### src/rtl/hsv_fade_rgb_pwm_driver_unit_defines.svh
// ----------------------------------------------------------------------------
// HSV fade driver assertion macros
// Shared concurrent checks, clocked on clk and held off while rst_n is low.
// ----------------------------------------------------------------------------
`ifndef HSV_FADE_RGB_PWM_DRIVER_UNIT_DEFINES_SVH
`define HSV_FADE_RGB_PWM_DRIVER_UNIT_DEFINES_SVH

// Consequent must hold in the same cycle as the antecedent.
`define HFRPD_ASSERT_SAME(label, ante, cons, msg) \
    label: assert property (@(posedge clk) disable iff (!rst_n) (ante) |-> (cons)) \
        else $error(msg);

// Consequent must hold in the cycle after the antecedent.
`define HFRPD_ASSERT_NEXT(label, ante, cons, msg) \
    label: assert property (@(posedge clk) disable iff (!rst_n) (ante) |=> (cons)) \
        else $error(msg);

`endif

### src/rtl/hfrpd_pkg.sv
// ----------------------------------------------------------------------------
// HSV fade driver package
// Shared constants, command and register codes, and the configuration struct.
// ----------------------------------------------------------------------------
package hfrpd_pkg;

    localparam int CHANNEL_BITS_DEF = 16;
    localparam int DUTY_BITS_DEF    = 8;
    localparam int FIELD_BITS       = 16;
    localparam int QUEUE_DEPTH      = 2;
    localparam int APB_ADDR_BITS    = 4;
    localparam int APB_DATA_BITS    = 32;

    // Command codes
    localparam logic CMD_LOAD = 1'b0;
    localparam logic CMD_TICK = 1'b1;

    // Register indexes (byte address / 4)
    localparam logic [1:0] REG_SETTLE = 2'd0;
    localparam logic [1:0] REG_RATE   = 2'd1;
    localparam logic [1:0] REG_GAMMA  = 2'd2;

    localparam logic [FIELD_BITS-1:0] SETTLE_RESET = 16'd328;
    localparam logic [FIELD_BITS-1:0] RATE_RESET   = 16'd66;
    localparam logic                  GAMMA_RESET  = 1'b1;

    // Hue sectors of the six-sector conversion
    localparam logic [2:0] SEC_RED_YEL = 3'd0;
    localparam logic [2:0] SEC_YEL_GRN = 3'd1;
    localparam logic [2:0] SEC_GRN_CYN = 3'd2;
    localparam logic [2:0] SEC_CYN_BLU = 3'd3;
    localparam logic [2:0] SEC_BLU_MAG = 3'd4;

    typedef struct packed {
        logic [FIELD_BITS-1:0] settle_threshold;
        logic [FIELD_BITS-1:0] rate_per_ms;
        logic                  gamma_enable;
    } cfg_t;

endpackage

### src/rtl/hfrpd_front.sv
// ----------------------------------------------------------------------------
// HSV fade driver front end
// Accepts commands, classifies them and works out the saturated tick step.
// ----------------------------------------------------------------------------
module hfrpd_front
    import hfrpd_pkg::*;
#(
    parameter int CHANNEL_BITS = CHANNEL_BITS_DEF
)
(
    input  logic                      clk,
    input  logic                      rst_n,
    input  cfg_t                      cfg,
    input  logic                      cmd_valid,
    output logic                      cmd_stall,
    input  logic                      command,
    input  logic [FIELD_BITS-1:0]     hue,
    input  logic [FIELD_BITS-1:0]     saturation,
    input  logic [FIELD_BITS-1:0]     brightness,
    input  logic [FIELD_BITS-1:0]     elapsed_ms,
    output logic                      push,
    output logic [4*CHANNEL_BITS+1:0] entry,
    input  logic                      full
);

    localparam logic [31:0]           FullWide = 32'(1) << CHANNEL_BITS;
    localparam logic [CHANNEL_BITS:0] FullStep = {1'b1, {CHANNEL_BITS{1'b0}}};

    logic                    stage_valid_reg;
    logic                    kind_reg;
    logic [CHANNEL_BITS-1:0] hue_reg;
    logic [CHANNEL_BITS-1:0] sat_reg;
    logic [CHANNEL_BITS-1:0] val_reg;
    logic [31:0]             raw_reg;
    logic [CHANNEL_BITS:0]   step;
    logic                    take;

    assign cmd_stall = stage_valid_reg && full;
    assign take      = cmd_valid && !cmd_stall;
    assign push      = stage_valid_reg && !full;

    always_ff @(posedge clk or negedge rst_n)
    begin
        if (!rst_n)
        begin
            stage_valid_reg <= 1'b0;
        end
        else if (take)
        begin
            stage_valid_reg <= 1'b1;
        end
        else if (push)
        begin
            stage_valid_reg <= 1'b0;
        end
    end

    always_ff @(posedge clk)
    begin
        if (take)
        begin
            kind_reg <= command;
            hue_reg  <= CHANNEL_BITS'(hue);
            sat_reg  <= CHANNEL_BITS'(saturation);
            val_reg  <= CHANNEL_BITS'(brightness);
            raw_reg  <= (command == CMD_TICK) ?
                        32'(cfg.rate_per_ms) * 32'(elapsed_ms) : 32'd0;
        end
    end

    // Clamp the step at one full turn
    assign step  = (raw_reg > FullWide) ? FullStep : raw_reg[CHANNEL_BITS:0];
    assign entry = {kind_reg, hue_reg, sat_reg, val_reg, step};

endmodule

### src/rtl/hfrpd_queue.sv
// ----------------------------------------------------------------------------
// HSV fade driver command queue
// Short FIFO between the front end and the sequencer.
// ----------------------------------------------------------------------------
`include "hsv_fade_rgb_pwm_driver_unit_defines.svh"

module hfrpd_queue
    import hfrpd_pkg::*;
#(
    parameter int W     = 4 * CHANNEL_BITS_DEF + 2,
    parameter int DEPTH = QUEUE_DEPTH
)
(
    input  logic         clk,
    input  logic         rst_n,
    input  logic         push,
    input  logic [W-1:0] wdata,
    output logic         full,
    input  logic         pop,
    output logic [W-1:0] rdata,
    output logic         not_empty
);

    localparam int PtrBits   = (DEPTH > 1) ? $clog2(DEPTH) : 1;
    localparam int CountBits = $clog2(DEPTH + 1);
    localparam logic [PtrBits-1:0]   LastPtr   = PtrBits'(DEPTH - 1);
    localparam logic [CountBits-1:0] DepthCnt  = CountBits'(DEPTH);

    logic [W-1:0]         mem [DEPTH];
    logic [PtrBits-1:0]   wr_ptr_reg;
    logic [PtrBits-1:0]   rd_ptr_reg;
    logic [CountBits-1:0] count_reg;

    assign full      = (count_reg == DepthCnt);
    assign not_empty = (count_reg != '0);
    assign rdata     = mem[rd_ptr_reg];

    always_ff @(posedge clk)
    begin
        if (push)
        begin
            mem[wr_ptr_reg] <= wdata;
        end
    end

    always_ff @(posedge clk or negedge rst_n)
    begin
        if (!rst_n)
        begin
            wr_ptr_reg <= '0;
            rd_ptr_reg <= '0;
            count_reg  <= '0;
        end
        else
        begin
            if (push)
            begin
                wr_ptr_reg <= (wr_ptr_reg == LastPtr) ? '0 : wr_ptr_reg + 1'b1;
            end
            if (pop)
            begin
                rd_ptr_reg <= (rd_ptr_reg == LastPtr) ? '0 : rd_ptr_reg + 1'b1;
            end
            if (push && !pop)
            begin
                count_reg <= count_reg + 1'b1;
            end
            else if (pop && !push)
            begin
                count_reg <= count_reg - 1'b1;
            end
        end
    end

    `HFRPD_ASSERT_NEXT(a_count_tracks_push, push && !pop, count_reg == $past(count_reg) + 1'b1, "queue count missed a transfer in")

endmodule

### src/rtl/hfrpd_back.sv
// ----------------------------------------------------------------------------
// HSV fade driver sequencer
// Runs the fade step, then the HSV-to-RGB conversion and gamma on one shared multiplier.
// ----------------------------------------------------------------------------
`include "hsv_fade_rgb_pwm_driver_unit_defines.svh"

module hfrpd_back
    import hfrpd_pkg::*;
#(
    parameter int CHANNEL_BITS = CHANNEL_BITS_DEF,
    parameter int DUTY_BITS    = DUTY_BITS_DEF
)
(
    input  logic                      clk,
    input  logic                      rst_n,
    input  cfg_t                      cfg,
    input  logic                      q_valid,
    input  logic [4*CHANNEL_BITS+1:0] q_entry,
    output logic                      pop,
    output logic                      duty_valid,
    input  logic                      duty_stall,
    output logic [DUTY_BITS-1:0]      red,
    output logic [DUTY_BITS-1:0]      green,
    output logic [DUTY_BITS-1:0]      blue,
    output logic                      settled
);

    localparam int CB = CHANNEL_BITS;
    localparam int DB = DUTY_BITS;

    localparam logic [CB:0]          Full     = {1'b1, {CB{1'b0}}};
    localparam logic signed [CB+1:0] FullTurn = {2'b01, {CB{1'b0}}};
    localparam logic signed [CB+1:0] HalfTurn = {3'b001, {(CB-1){1'b0}}};

    localparam logic [2:0] OP_SF     = 3'd0;
    localparam logic [2:0] OP_SG     = 3'd1;
    localparam logic [2:0] OP_P      = 3'd2;
    localparam logic [2:0] OP_Q      = 3'd3;
    localparam logic [2:0] OP_T      = 3'd4;
    localparam logic [2:0] GAM_LAST  = 3'd5;

    localparam logic [1:0] CH_RED   = 2'd0;
    localparam logic [1:0] CH_GREEN = 2'd1;

    typedef enum logic [7:0] {
        ST_IDLE = 8'b0000_0001,
        ST_ERR  = 8'b0000_0010,
        ST_MOVE = 8'b0000_0100,
        ST_SECT = 8'b0000_1000,
        ST_MUL  = 8'b0001_0000,
        ST_SEL  = 8'b0010_0000,
        ST_GAM  = 8'b0100_0000,
        ST_EMIT = 8'b1000_0000
    } state_t;

    state_t          state_reg;
    logic [2:0]      op_reg;
    logic            reached_reg;
    logic            duty_valid_reg;
    logic [CB-1:0]   goal_hue_reg, goal_sat_reg, goal_val_reg;
    logic [CB-1:0]   now_hue_reg, now_sat_reg, now_val_reg;

    logic [CB:0]     step_reg;
    logic [CB-1:0]   mag_h_reg, mag_s_reg, mag_v_reg;
    logic            pos_h_reg, pos_s_reg, pos_v_reg;
    logic            settled_flag_reg;
    logic [2:0]      sector_reg;
    logic [CB-1:0]   frac_reg;
    logic [CB-1:0]   sf_reg, sg_reg, p_reg, q_reg, t_reg;
    logic [CB-1:0]   r_reg, g_reg, b_reg, sq_reg;
    logic [DB-1:0]   red_reg, green_reg, blue_reg;
    logic            settled_reg;

    logic            q_kind;
    logic [CB-1:0]   q_hue, q_sat, q_val;
    logic [CB:0]     q_step;

    logic signed [CB+1:0] dh_raw, dh, ds, dv;
    logic [CB-1:0]   mag_h, mag_s, mag_v;
    logic [CB-1:0]   mx_hs, mx;
    logic            settle_now;
    logic [CB+2:0]   h6;
    logic [CB-1:0]   mul_a;
    logic [CB:0]     mul_b;
    logic [2*CB:0]   mul_p;
    logic [CB-1:0]   mul_hi;
    logic [CB-1:0]   gam_ch;
    logic            emit;

    assign q_kind = q_entry[4*CB+1];
    assign q_hue  = q_entry[4*CB:3*CB+1];
    assign q_sat  = q_entry[3*CB:2*CB+1];
    assign q_val  = q_entry[2*CB:CB+1];
    assign q_step = q_entry[CB:0];

    assign pop  = (state_reg == ST_IDLE) && q_valid;
    assign emit = (state_reg == ST_EMIT) && (!duty_valid_reg || !duty_stall);

    // Move toward the goal by step, or land on it, and wrap into one turn
    function automatic logic [CB-1:0] approach(
        input logic [CB-1:0] now,
        input logic [CB-1:0] goal,
        input logic [CB-1:0] mag,
        input logic          pos,
        input logic [CB:0]   step
    );
        logic signed [CB+1:0] nxt;
        begin
            if ({1'b0, mag} < step)
            begin
                return goal;
            end
            nxt = pos ? $signed({2'b00, now}) + $signed({1'b0, step})
                      : $signed({2'b00, now}) - $signed({1'b0, step});
            if (nxt < 0)
            begin
                nxt = nxt + FullTurn;
            end
            else if (nxt >= FullTurn)
            begin
                nxt = nxt - FullTurn;
            end
            return nxt[CB-1:0];
        end
    endfunction

    // c * (2^DB - 1) >> CB
    function automatic logic [DB-1:0] quantize(input logic [CB-1:0] c);
        logic [CB+DB-1:0] w;
        begin
            w = {c, {DB{1'b0}}} - (CB+DB)'(c);
            return w[CB+DB-1:CB];
        end
    endfunction

    // Errors; hue takes the short way round
    always_comb
    begin
        dh_raw = $signed({2'b00, goal_hue_reg}) - $signed({2'b00, now_hue_reg});
        if (dh_raw > HalfTurn)
        begin
            dh = dh_raw - FullTurn;
        end
        else if (dh_raw < -HalfTurn)
        begin
            dh = dh_raw + FullTurn;
        end
        else
        begin
            dh = dh_raw;
        end
        ds = $signed({2'b00, goal_sat_reg}) - $signed({2'b00, now_sat_reg});
        dv = $signed({2'b00, goal_val_reg}) - $signed({2'b00, now_val_reg});
        mag_h = dh[CB+1] ? CB'(-dh) : CB'(dh);
        mag_s = ds[CB+1] ? CB'(-ds) : CB'(ds);
        mag_v = dv[CB+1] ? CB'(-dv) : CB'(dv);
    end

    always_comb
    begin
        mx_hs      = (mag_h_reg > mag_s_reg) ? mag_h_reg : mag_s_reg;
        mx         = (mx_hs > mag_v_reg) ? mx_hs : mag_v_reg;
        settle_now = 32'(mx) < 32'(cfg.settle_threshold);
        h6         = ({3'b000, now_hue_reg} << 2) + ({3'b000, now_hue_reg} << 1);
    end

    always_comb
    begin
        case (op_reg[2:1])
            CH_RED:   gam_ch = r_reg;
            CH_GREEN: gam_ch = g_reg;
            default:  gam_ch = b_reg;
        endcase
    end

    // Shared multiplier operand select
    always_comb
    begin
        mul_a = '0;
        mul_b = '0;
        case (state_reg)
            ST_MUL:
            begin
                case (op_reg)
                    OP_SF:
                    begin
                        mul_a = now_sat_reg;
                        mul_b = {1'b0, frac_reg};
                    end
                    OP_SG:
                    begin
                        mul_a = now_sat_reg;
                        mul_b = Full - {1'b0, frac_reg};
                    end
                    OP_P:
                    begin
                        mul_a = now_val_reg;
                        mul_b = Full - {1'b0, now_sat_reg};
                    end
                    OP_Q:
                    begin
                        mul_a = now_val_reg;
                        mul_b = Full - {1'b0, sf_reg};
                    end
                    default:
                    begin
                        mul_a = now_val_reg;
                        mul_b = Full - {1'b0, sg_reg};
                    end
                endcase
            end
            ST_GAM:
            begin
                mul_a = op_reg[0] ? sq_reg : gam_ch;
                mul_b = {1'b0, gam_ch};
            end
            default:
            begin
                mul_a = '0;
                mul_b = '0;
            end
        endcase
    end

    assign mul_p  = mul_a * mul_b;
    assign mul_hi = mul_p[2*CB-1:CB];

    // Control and colour state
    always_ff @(posedge clk or negedge rst_n)
    begin
        if (!rst_n)
        begin
            state_reg      <= ST_IDLE;
            op_reg         <= '0;
            reached_reg    <= 1'b0;
            duty_valid_reg <= 1'b0;
            goal_hue_reg   <= '0;
            goal_sat_reg   <= '0;
            goal_val_reg   <= '0;
            now_hue_reg    <= '0;
            now_sat_reg    <= '0;
            now_val_reg    <= '0;
        end
        else
        begin
            if (emit)
            begin
                duty_valid_reg <= 1'b1;
            end
            else if (duty_valid_reg && !duty_stall)
            begin
                duty_valid_reg <= 1'b0;
            end
            case (state_reg)
                ST_IDLE:
                begin
                    if (pop)
                    begin
                        if (q_kind == CMD_LOAD)
                        begin
                            goal_hue_reg <= q_hue;
                            goal_sat_reg <= q_sat;
                            goal_val_reg <= q_val;
                            reached_reg  <= 1'b0;
                        end
                        else if (!reached_reg)
                        begin
                            state_reg <= ST_ERR;
                        end
                    end
                end
                ST_ERR:
                begin
                    state_reg <= ST_MOVE;
                end
                ST_MOVE:
                begin
                    if (settle_now)
                    begin
                        now_hue_reg <= goal_hue_reg;
                        now_sat_reg <= goal_sat_reg;
                        now_val_reg <= goal_val_reg;
                        reached_reg <= 1'b1;
                    end
                    else
                    begin
                        now_hue_reg <= approach(now_hue_reg, goal_hue_reg, mag_h_reg,
                                                pos_h_reg, step_reg);
                        now_sat_reg <= approach(now_sat_reg, goal_sat_reg, mag_s_reg,
                                                pos_s_reg, step_reg);
                        now_val_reg <= approach(now_val_reg, goal_val_reg, mag_v_reg,
                                                pos_v_reg, step_reg);
                    end
                    state_reg <= ST_SECT;
                end
                ST_SECT:
                begin
                    op_reg    <= OP_SF;
                    state_reg <= ST_MUL;
                end
                ST_MUL:
                begin
                    if (op_reg == OP_T)
                    begin
                        op_reg    <= '0;
                        state_reg <= ST_SEL;
                    end
                    else
                    begin
                        op_reg <= op_reg + 3'd1;
                    end
                end
                ST_SEL:
                begin
                    op_reg    <= '0;
                    state_reg <= cfg.gamma_enable ? ST_GAM : ST_EMIT;
                end
                ST_GAM:
                begin
                    if (op_reg == GAM_LAST)
                    begin
                        state_reg <= ST_EMIT;
                    end
                    else
                    begin
                        op_reg <= op_reg + 3'd1;
                    end
                end
                ST_EMIT:
                begin
                    if (emit)
                    begin
                        state_reg <= ST_IDLE;
                    end
                end
                default:
                begin
                    state_reg <= ST_IDLE;
                end
            endcase
        end
    end

    // Datapath registers
    always_ff @(posedge clk)
    begin
        if (pop)
        begin
            step_reg <= q_step;
        end
        if (state_reg == ST_ERR)
        begin
            mag_h_reg <= mag_h;
            mag_s_reg <= mag_s;
            mag_v_reg <= mag_v;
            pos_h_reg <= !dh[CB+1] && (dh != '0);
            pos_s_reg <= !ds[CB+1] && (ds != '0);
            pos_v_reg <= !dv[CB+1] && (dv != '0);
        end
        if (state_reg == ST_MOVE)
        begin
            settled_flag_reg <= settle_now;
        end
        if (state_reg == ST_SECT)
        begin
            sector_reg <= h6[CB+2:CB];
            frac_reg   <= h6[CB-1:0];
        end
        if (state_reg == ST_MUL)
        begin
            case (op_reg)
                OP_SF:   sf_reg <= mul_hi;
                OP_SG:   sg_reg <= mul_hi;
                OP_P:    p_reg  <= mul_hi;
                OP_Q:    q_reg  <= mul_hi;
                default: t_reg  <= mul_hi;
            endcase
        end
        if (state_reg == ST_SEL)
        begin
            case (sector_reg)
                SEC_RED_YEL:
                begin
                    r_reg <= now_val_reg;
                    g_reg <= t_reg;
                    b_reg <= p_reg;
                end
                SEC_YEL_GRN:
                begin
                    r_reg <= q_reg;
                    g_reg <= now_val_reg;
                    b_reg <= p_reg;
                end
                SEC_GRN_CYN:
                begin
                    r_reg <= p_reg;
                    g_reg <= now_val_reg;
                    b_reg <= t_reg;
                end
                SEC_CYN_BLU:
                begin
                    r_reg <= p_reg;
                    g_reg <= q_reg;
                    b_reg <= now_val_reg;
                end
                SEC_BLU_MAG:
                begin
                    r_reg <= t_reg;
                    g_reg <= p_reg;
                    b_reg <= now_val_reg;
                end
                default:
                begin
                    r_reg <= now_val_reg;
                    g_reg <= p_reg;
                    b_reg <= q_reg;
                end
            endcase
        end
        if (state_reg == ST_GAM)
        begin
            // Even steps square, odd steps multiply back in for the cube
            if (!op_reg[0])
            begin
                sq_reg <= mul_hi;
            end
            else
            begin
                case (op_reg[2:1])
                    CH_RED:   r_reg <= mul_hi;
                    CH_GREEN: g_reg <= mul_hi;
                    default:  b_reg <= mul_hi;
                endcase
            end
        end
        if (emit)
        begin
            red_reg     <= quantize(r_reg);
            green_reg   <= quantize(g_reg);
            blue_reg    <= quantize(b_reg);
            settled_reg <= settled_flag_reg;
        end
    end

    assign duty_valid = duty_valid_reg;
    assign red        = red_reg;
    assign green      = green_reg;
    assign blue       = blue_reg;
    assign settled    = settled_reg;

    `HFRPD_ASSERT_NEXT(a_now_only_in_move, state_reg != ST_MOVE, $stable(now_hue_reg) && $stable(now_sat_reg) && $stable(now_val_reg), "current colour changed outside the move step")
    `HFRPD_ASSERT_SAME(a_settle_sets_reached, state_reg == ST_EMIT && settled_flag_reg, reached_reg, "settled result without reached flag")
    `HFRPD_ASSERT_NEXT(a_linear_skips_gamma, state_reg == ST_SEL && !cfg.gamma_enable, state_reg == ST_EMIT, "gamma pass entered while disabled")

endmodule

### src/rtl/hsv_fade_rgb_pwm_driver_unit.sv
// Path: a tick passes the front stage register and the queue, then the error, move,
// sector, multiply, select, gamma (gamma on) and emit states; a load becomes the goal
// as the idle sequencer pops it. Throughput: one load per cycle while the sequencer is
// not busy on a tick. Reset: asynchronous, active low; colour state, valid and reached
// flags clear, registers take defaults; the duty outputs and settled are not reset.
// ----------------------------------------------------------------------------
// HSV fade driver top level
// APB register file, command front end, queue and fade/convert sequencer.
// ----------------------------------------------------------------------------
module hsv_fade_rgb_pwm_driver_unit
    import hfrpd_pkg::*;
#(
    parameter int CHANNEL_BITS = CHANNEL_BITS_DEF,
    parameter int DUTY_BITS    = DUTY_BITS_DEF
)
(
    input  logic                     clk,
    input  logic                     rst_n,
    input  logic                     psel,
    input  logic                     penable,
    input  logic                     pwrite,
    input  logic [APB_ADDR_BITS-1:0] paddr,
    input  logic [APB_DATA_BITS-1:0] pwdata,
    output logic [APB_DATA_BITS-1:0] prdata,
    output logic                     pready,
    input  logic                     cmd_valid,
    output logic                     cmd_stall,
    input  logic                     command,
    input  logic [FIELD_BITS-1:0]    hue,
    input  logic [FIELD_BITS-1:0]    saturation,
    input  logic [FIELD_BITS-1:0]    brightness,
    input  logic [FIELD_BITS-1:0]    elapsed_ms,
    output logic                     duty_valid,
    input  logic                     duty_stall,
    output logic [DUTY_BITS-1:0]     red,
    output logic [DUTY_BITS-1:0]     green,
    output logic [DUTY_BITS-1:0]     blue,
    output logic                     settled
);

    localparam int EntryBits = 4 * CHANNEL_BITS + 2;

    cfg_t                 cfg_reg;
    logic [1:0]           reg_index;
    logic                 reg_write;
    logic                 push;
    logic                 full;
    logic                 pop;
    logic                 q_valid;
    logic [EntryBits-1:0] entry;
    logic [EntryBits-1:0] q_entry;

    assign pready    = 1'b1;
    assign reg_index = paddr[3:2];
    assign reg_write = psel && penable && pwrite;

    always_ff @(posedge clk or negedge rst_n)
    begin
        if (!rst_n)
        begin
            cfg_reg.settle_threshold <= SETTLE_RESET;
            cfg_reg.rate_per_ms      <= RATE_RESET;
            cfg_reg.gamma_enable     <= GAMMA_RESET;
        end
        else if (reg_write)
        begin
            case (reg_index)
                REG_SETTLE: cfg_reg.settle_threshold <= pwdata[FIELD_BITS-1:0];
                REG_RATE:   cfg_reg.rate_per_ms      <= pwdata[FIELD_BITS-1:0];
                REG_GAMMA:  cfg_reg.gamma_enable     <= pwdata[0];
                default:    cfg_reg                  <= cfg_reg;
            endcase
        end
    end

    always_comb
    begin
        case (reg_index)
            REG_SETTLE: prdata = APB_DATA_BITS'(cfg_reg.settle_threshold);
            REG_RATE:   prdata = APB_DATA_BITS'(cfg_reg.rate_per_ms);
            REG_GAMMA:  prdata = APB_DATA_BITS'(cfg_reg.gamma_enable);
            default:    prdata = '0;
        endcase
    end

    hfrpd_front #(
        .CHANNEL_BITS (CHANNEL_BITS)
    ) u_front (
        .clk        (clk),
        .rst_n      (rst_n),
        .cfg        (cfg_reg),
        .cmd_valid  (cmd_valid),
        .cmd_stall  (cmd_stall),
        .command    (command),
        .hue        (hue),
        .saturation (saturation),
        .brightness (brightness),
        .elapsed_ms (elapsed_ms),
        .push       (push),
        .entry      (entry),
        .full       (full)
    );

    hfrpd_queue #(
        .W     (EntryBits),
        .DEPTH (QUEUE_DEPTH)
    ) u_queue (
        .clk       (clk),
        .rst_n     (rst_n),
        .push      (push),
        .wdata     (entry),
        .full      (full),
        .pop       (pop),
        .rdata     (q_entry),
        .not_empty (q_valid)
    );

    hfrpd_back #(
        .CHANNEL_BITS (CHANNEL_BITS),
        .DUTY_BITS    (DUTY_BITS)
    ) u_back (
        .clk        (clk),
        .rst_n      (rst_n),
        .cfg        (cfg_reg),
        .q_valid    (q_valid),
        .q_entry    (q_entry),
        .pop        (pop),
        .duty_valid (duty_valid),
        .duty_stall (duty_stall),
        .red        (red),
        .green      (green),
        .blue       (blue),
        .settled    (settled)
    );

endmodule

### config.mk
export PLATFORM = sky130hd
export DESIGN_NAME = hsv_fade_rgb_pwm_driver_unit
export DESIGN_NICKNAME = d
export VERILOG_FILES = /design/src/rtl/hfrpd_pkg.sv /design/src/rtl/hfrpd_front.sv /design/src/rtl/hfrpd_queue.sv /design/src/rtl/hfrpd_back.sv /design/src/rtl/hsv_fade_rgb_pwm_driver_unit.sv
export VERILOG_INCLUDE_DIRS = /design/src /design/src/rtl
export SDC_FILE = /design/constraint.sdc
export NUM_CORES = 2
export LEC_CHECK = 0
export ABC_AREA = 1
export BUFFER_PORTS_ARGS = -buffer_cell sky130_fd_sc_hd__buf_2
export CAP_MARGIN = 0
export CORE_ASPECT_RATIO = 1.5
export CORE_MARGIN = 5
export CORE_UTILIZATION = 69
export CTS_CLUSTER_SIZE = 10
export DETAILED_ROUTE_END_ITERATION = 8
export PLACE_DENSITY = 0.9
export SLEW_MARGIN = 25
export SYNTH_ARGS = -nofsm -noshare
export SYNTH_HDL_FRONTEND = slang
export SYNTH_SLANG_ARGS = --single-unit
### constraint.sdc
create_clock -name clk -period 21.5 [get_ports clk]
set_input_delay 1.075 -clock clk [delete_from_list [all_inputs] [get_ports clk]]
set_output_delay 1.075 -clock clk [all_outputs]
set_load 0.05 [all_outputs]
==> metrics.txt <==
number of flip-flops in the largest register 132; final hold viol count 0; CP required 21.74 ns; clock sink count 616; most common cell after layout, fill and taps aside nand2_1; Max VDD drop 0.0004699 V; initial antenna violation count 4; cts hold-fix bufs 0; Max Cap Viol 0; clk_skew 0.03217 ns; Placed Area 0.05536 sq mm; I/O pin total ~170; Synth warnings 0; global placer's final weighted congestion 1.041; Filler Cells Inserted between 5,000 and 6,000; final WL 177,200 um; port buffer count 132; Setup Viol. Count Final 0; flops & latches, synth approximately 600; CP endpoint kind register; Min-Delay Path Class in2async; total grt overflow 0; largest fanout on the critical path 22; largest net degree at the start of global routing 67; Mapped Avg Cell Area 8.224 sq um; max incr delay on CP roughly 0.74 ns; hpwl dp 137,000 um; FFs w/ async S/R, synth a little under a quarter; Via density approximately 6.1; sequential share of the synthesized area between 30% and 40%; fraction of final layout cells sized beyond drive strength 1 approximately 6.7%; setup bufs post-CTS 0; # DRC 0; CP Launch Type register; drt first pass iters 8; Post-synth EDFFs 421; initial DRC count ~4,300; clock-pin slew on the worst setup and hold paths 0.06 ns; fin util 74.37%; Layout area overhead 6.823%; PwrDens 172.7 mW/mm^2; placed insts 7,535; commonest non-fill, non-tap cells in the layout nand2_1, inv_1, ha_1; Critical Path AT 10.28 ns; Clk Latency, worst-skew pair between 0.6 and 0.7 ns; status complete, no violations; Synth Flop Type edfxtp_1; clk root buf clkbuf_16; Resized cells post-CTS 0; Vias 47,023; Tmin final 10.04 ns; Global Route Usage Sum 41.74%; Crit path max-delay family adder cells; Die ar. 0.08392 sq mm; post-route cell area 0.05758 sq mm; Die X 238.2 um; Worst path slowest cell dfrtp_1; core area just under 0.08 sq mm; Max Freq 99.62 MHz; first-pass GRT wire length between 200,000 and 300,000 um; Slew Viols, Final 0; htree depth 3; Setup TNS Final 0 ns; mapped cell area approximately 0.054 sq mm; fin crit share between 40% and 50%; post-layout total power 9942 uW; Core Rows 125; CTS Buffer Depth 3; leakage 0.02835 uW; Finished Layout Cells around 7,700; unrepaired setup endpoints after global routing false; starting density of the core 69.62%; remaining antenna violation count after routing 0; die height 352.3 um; TritonCTS clock tree done; vias in the first global route roughly 49,000; critical setup path kind reg2reg; Bufs and invs on worst path 8; CTS buffer count 72; post-synth cell types about 70; Synth Instances 6,554; slew of the pin with the lowest slew margin 1.112 ns; wire per inst 23.09 um; Slew Limit Headroom 25.56%; nets@finish 7,552
==> layout make-up <==
| type | instances | area [sq um] | area share (%) |
|---|---|---|---|
| Multi-Input combinational cell | 4484 | 31110 | 54.04 |
| Sequential cell | 616 | 17290 | 30.03 |
| Inverter | 1236 | 4657 | 8.088 |
| Clock buffer | 128 | 2074 | 3.603 |
| Tap cell | 1016 | 1271 | 2.208 |
| Timing Repair Buffer | 188 | 1087 | 1.888 |
| Clock inverter | 6 | 80.08 | 0.1391 |
| Antenna cell | 1 | 2.502 | 0.004346 |
==> metrics by stage <==
stage | hold slack (ns) | setup slack [ns]
2_1_floorplan | 0.4003 | 13.63
4_1_cts | 0.3225 | 11.66
3_3_place_gp | 0.4039 | 11.91
3_5_place_dp | 0.4158 | 11.77
5_1_grt | 0.3508 | 11.18
6_report | 0.3217 | 11.46
==> power breakdown <==
| part | switching, uW | internal, uW | total, uW |
|---|---|---|---|
| clock network | 510 | 656 | 1170 |
| logic | 4490 | 2160 | 6650 |
| registers | 353 | 1780 | 2130 |
| total | 5350 | 4590 | 9940 |
==> synth_stat cells, drive strengths merged, types with 114 or more instances <==
cell / n / area [sq um]
fa: 407 / 8148
nand3: 212 / 1081
clkbuf: 179 / 671.9
o21ai: 459 / 2312
ha: 439 / 5493
xor2: 114 / 998.5
a21oi: 338 / 1714
edfxtp: 421 / 12640
nor2: 424 / 1654
nand2: 1567 / 5967
inv: 1228 / 4624
dfrtp: 140 / 3503
==> layer usage <==
layer  part of all wire, %  vias to the layer above  track usage [%]  wire [um]
met4                    14                        4            42.80      24010
li1                      -                    21074                -          -
met1                    30                    22107            41.11      53250
met2                    49                     2723            71.14      86830
met3                   7.4                     1115            7.228      13130
met5                 0.015                        -                0         26
==> cells by family after synthesis <==
kind of cell / count (synthesis) / synth area share (%)
AO/OA/AOI/OAI: 1086 / 11.45
flip-flops: 616 / 32.08
multiplexers: 3 / 0.05572
other: 2 / 0.01393
adder cells (fa/ha/maj): 846 / 25.31
XOR/XNOR: 150 / 2.437
AND/OR/NAND/NOR: 2382 / 18.16
buffers and inverters: 1469 / 10.50
==> final timing paths <==
check                                             start                    end  slack [ns]  depth (start not counted)
worst max-delay path                   u_back.op_reg[2]      u_back.sg_reg[13]       11.46                         36
worst min-delay path                              rst_n            cfg_reg[22]        0.32                          1
worst max register to register         u_back.op_reg[2]      u_back.sg_reg[13]       11.46                         36
worst min register to register  u_back.settled_flag_reg         u_back.settled        0.42                          0
max in group asynchronous                         rst_n  u_back.now_sat_reg[2]       19.94                          2
min in group clk                u_back.settled_flag_reg         u_back.settled        0.42                          0
No activity file was read; power rests on OpenSTA's default activity.
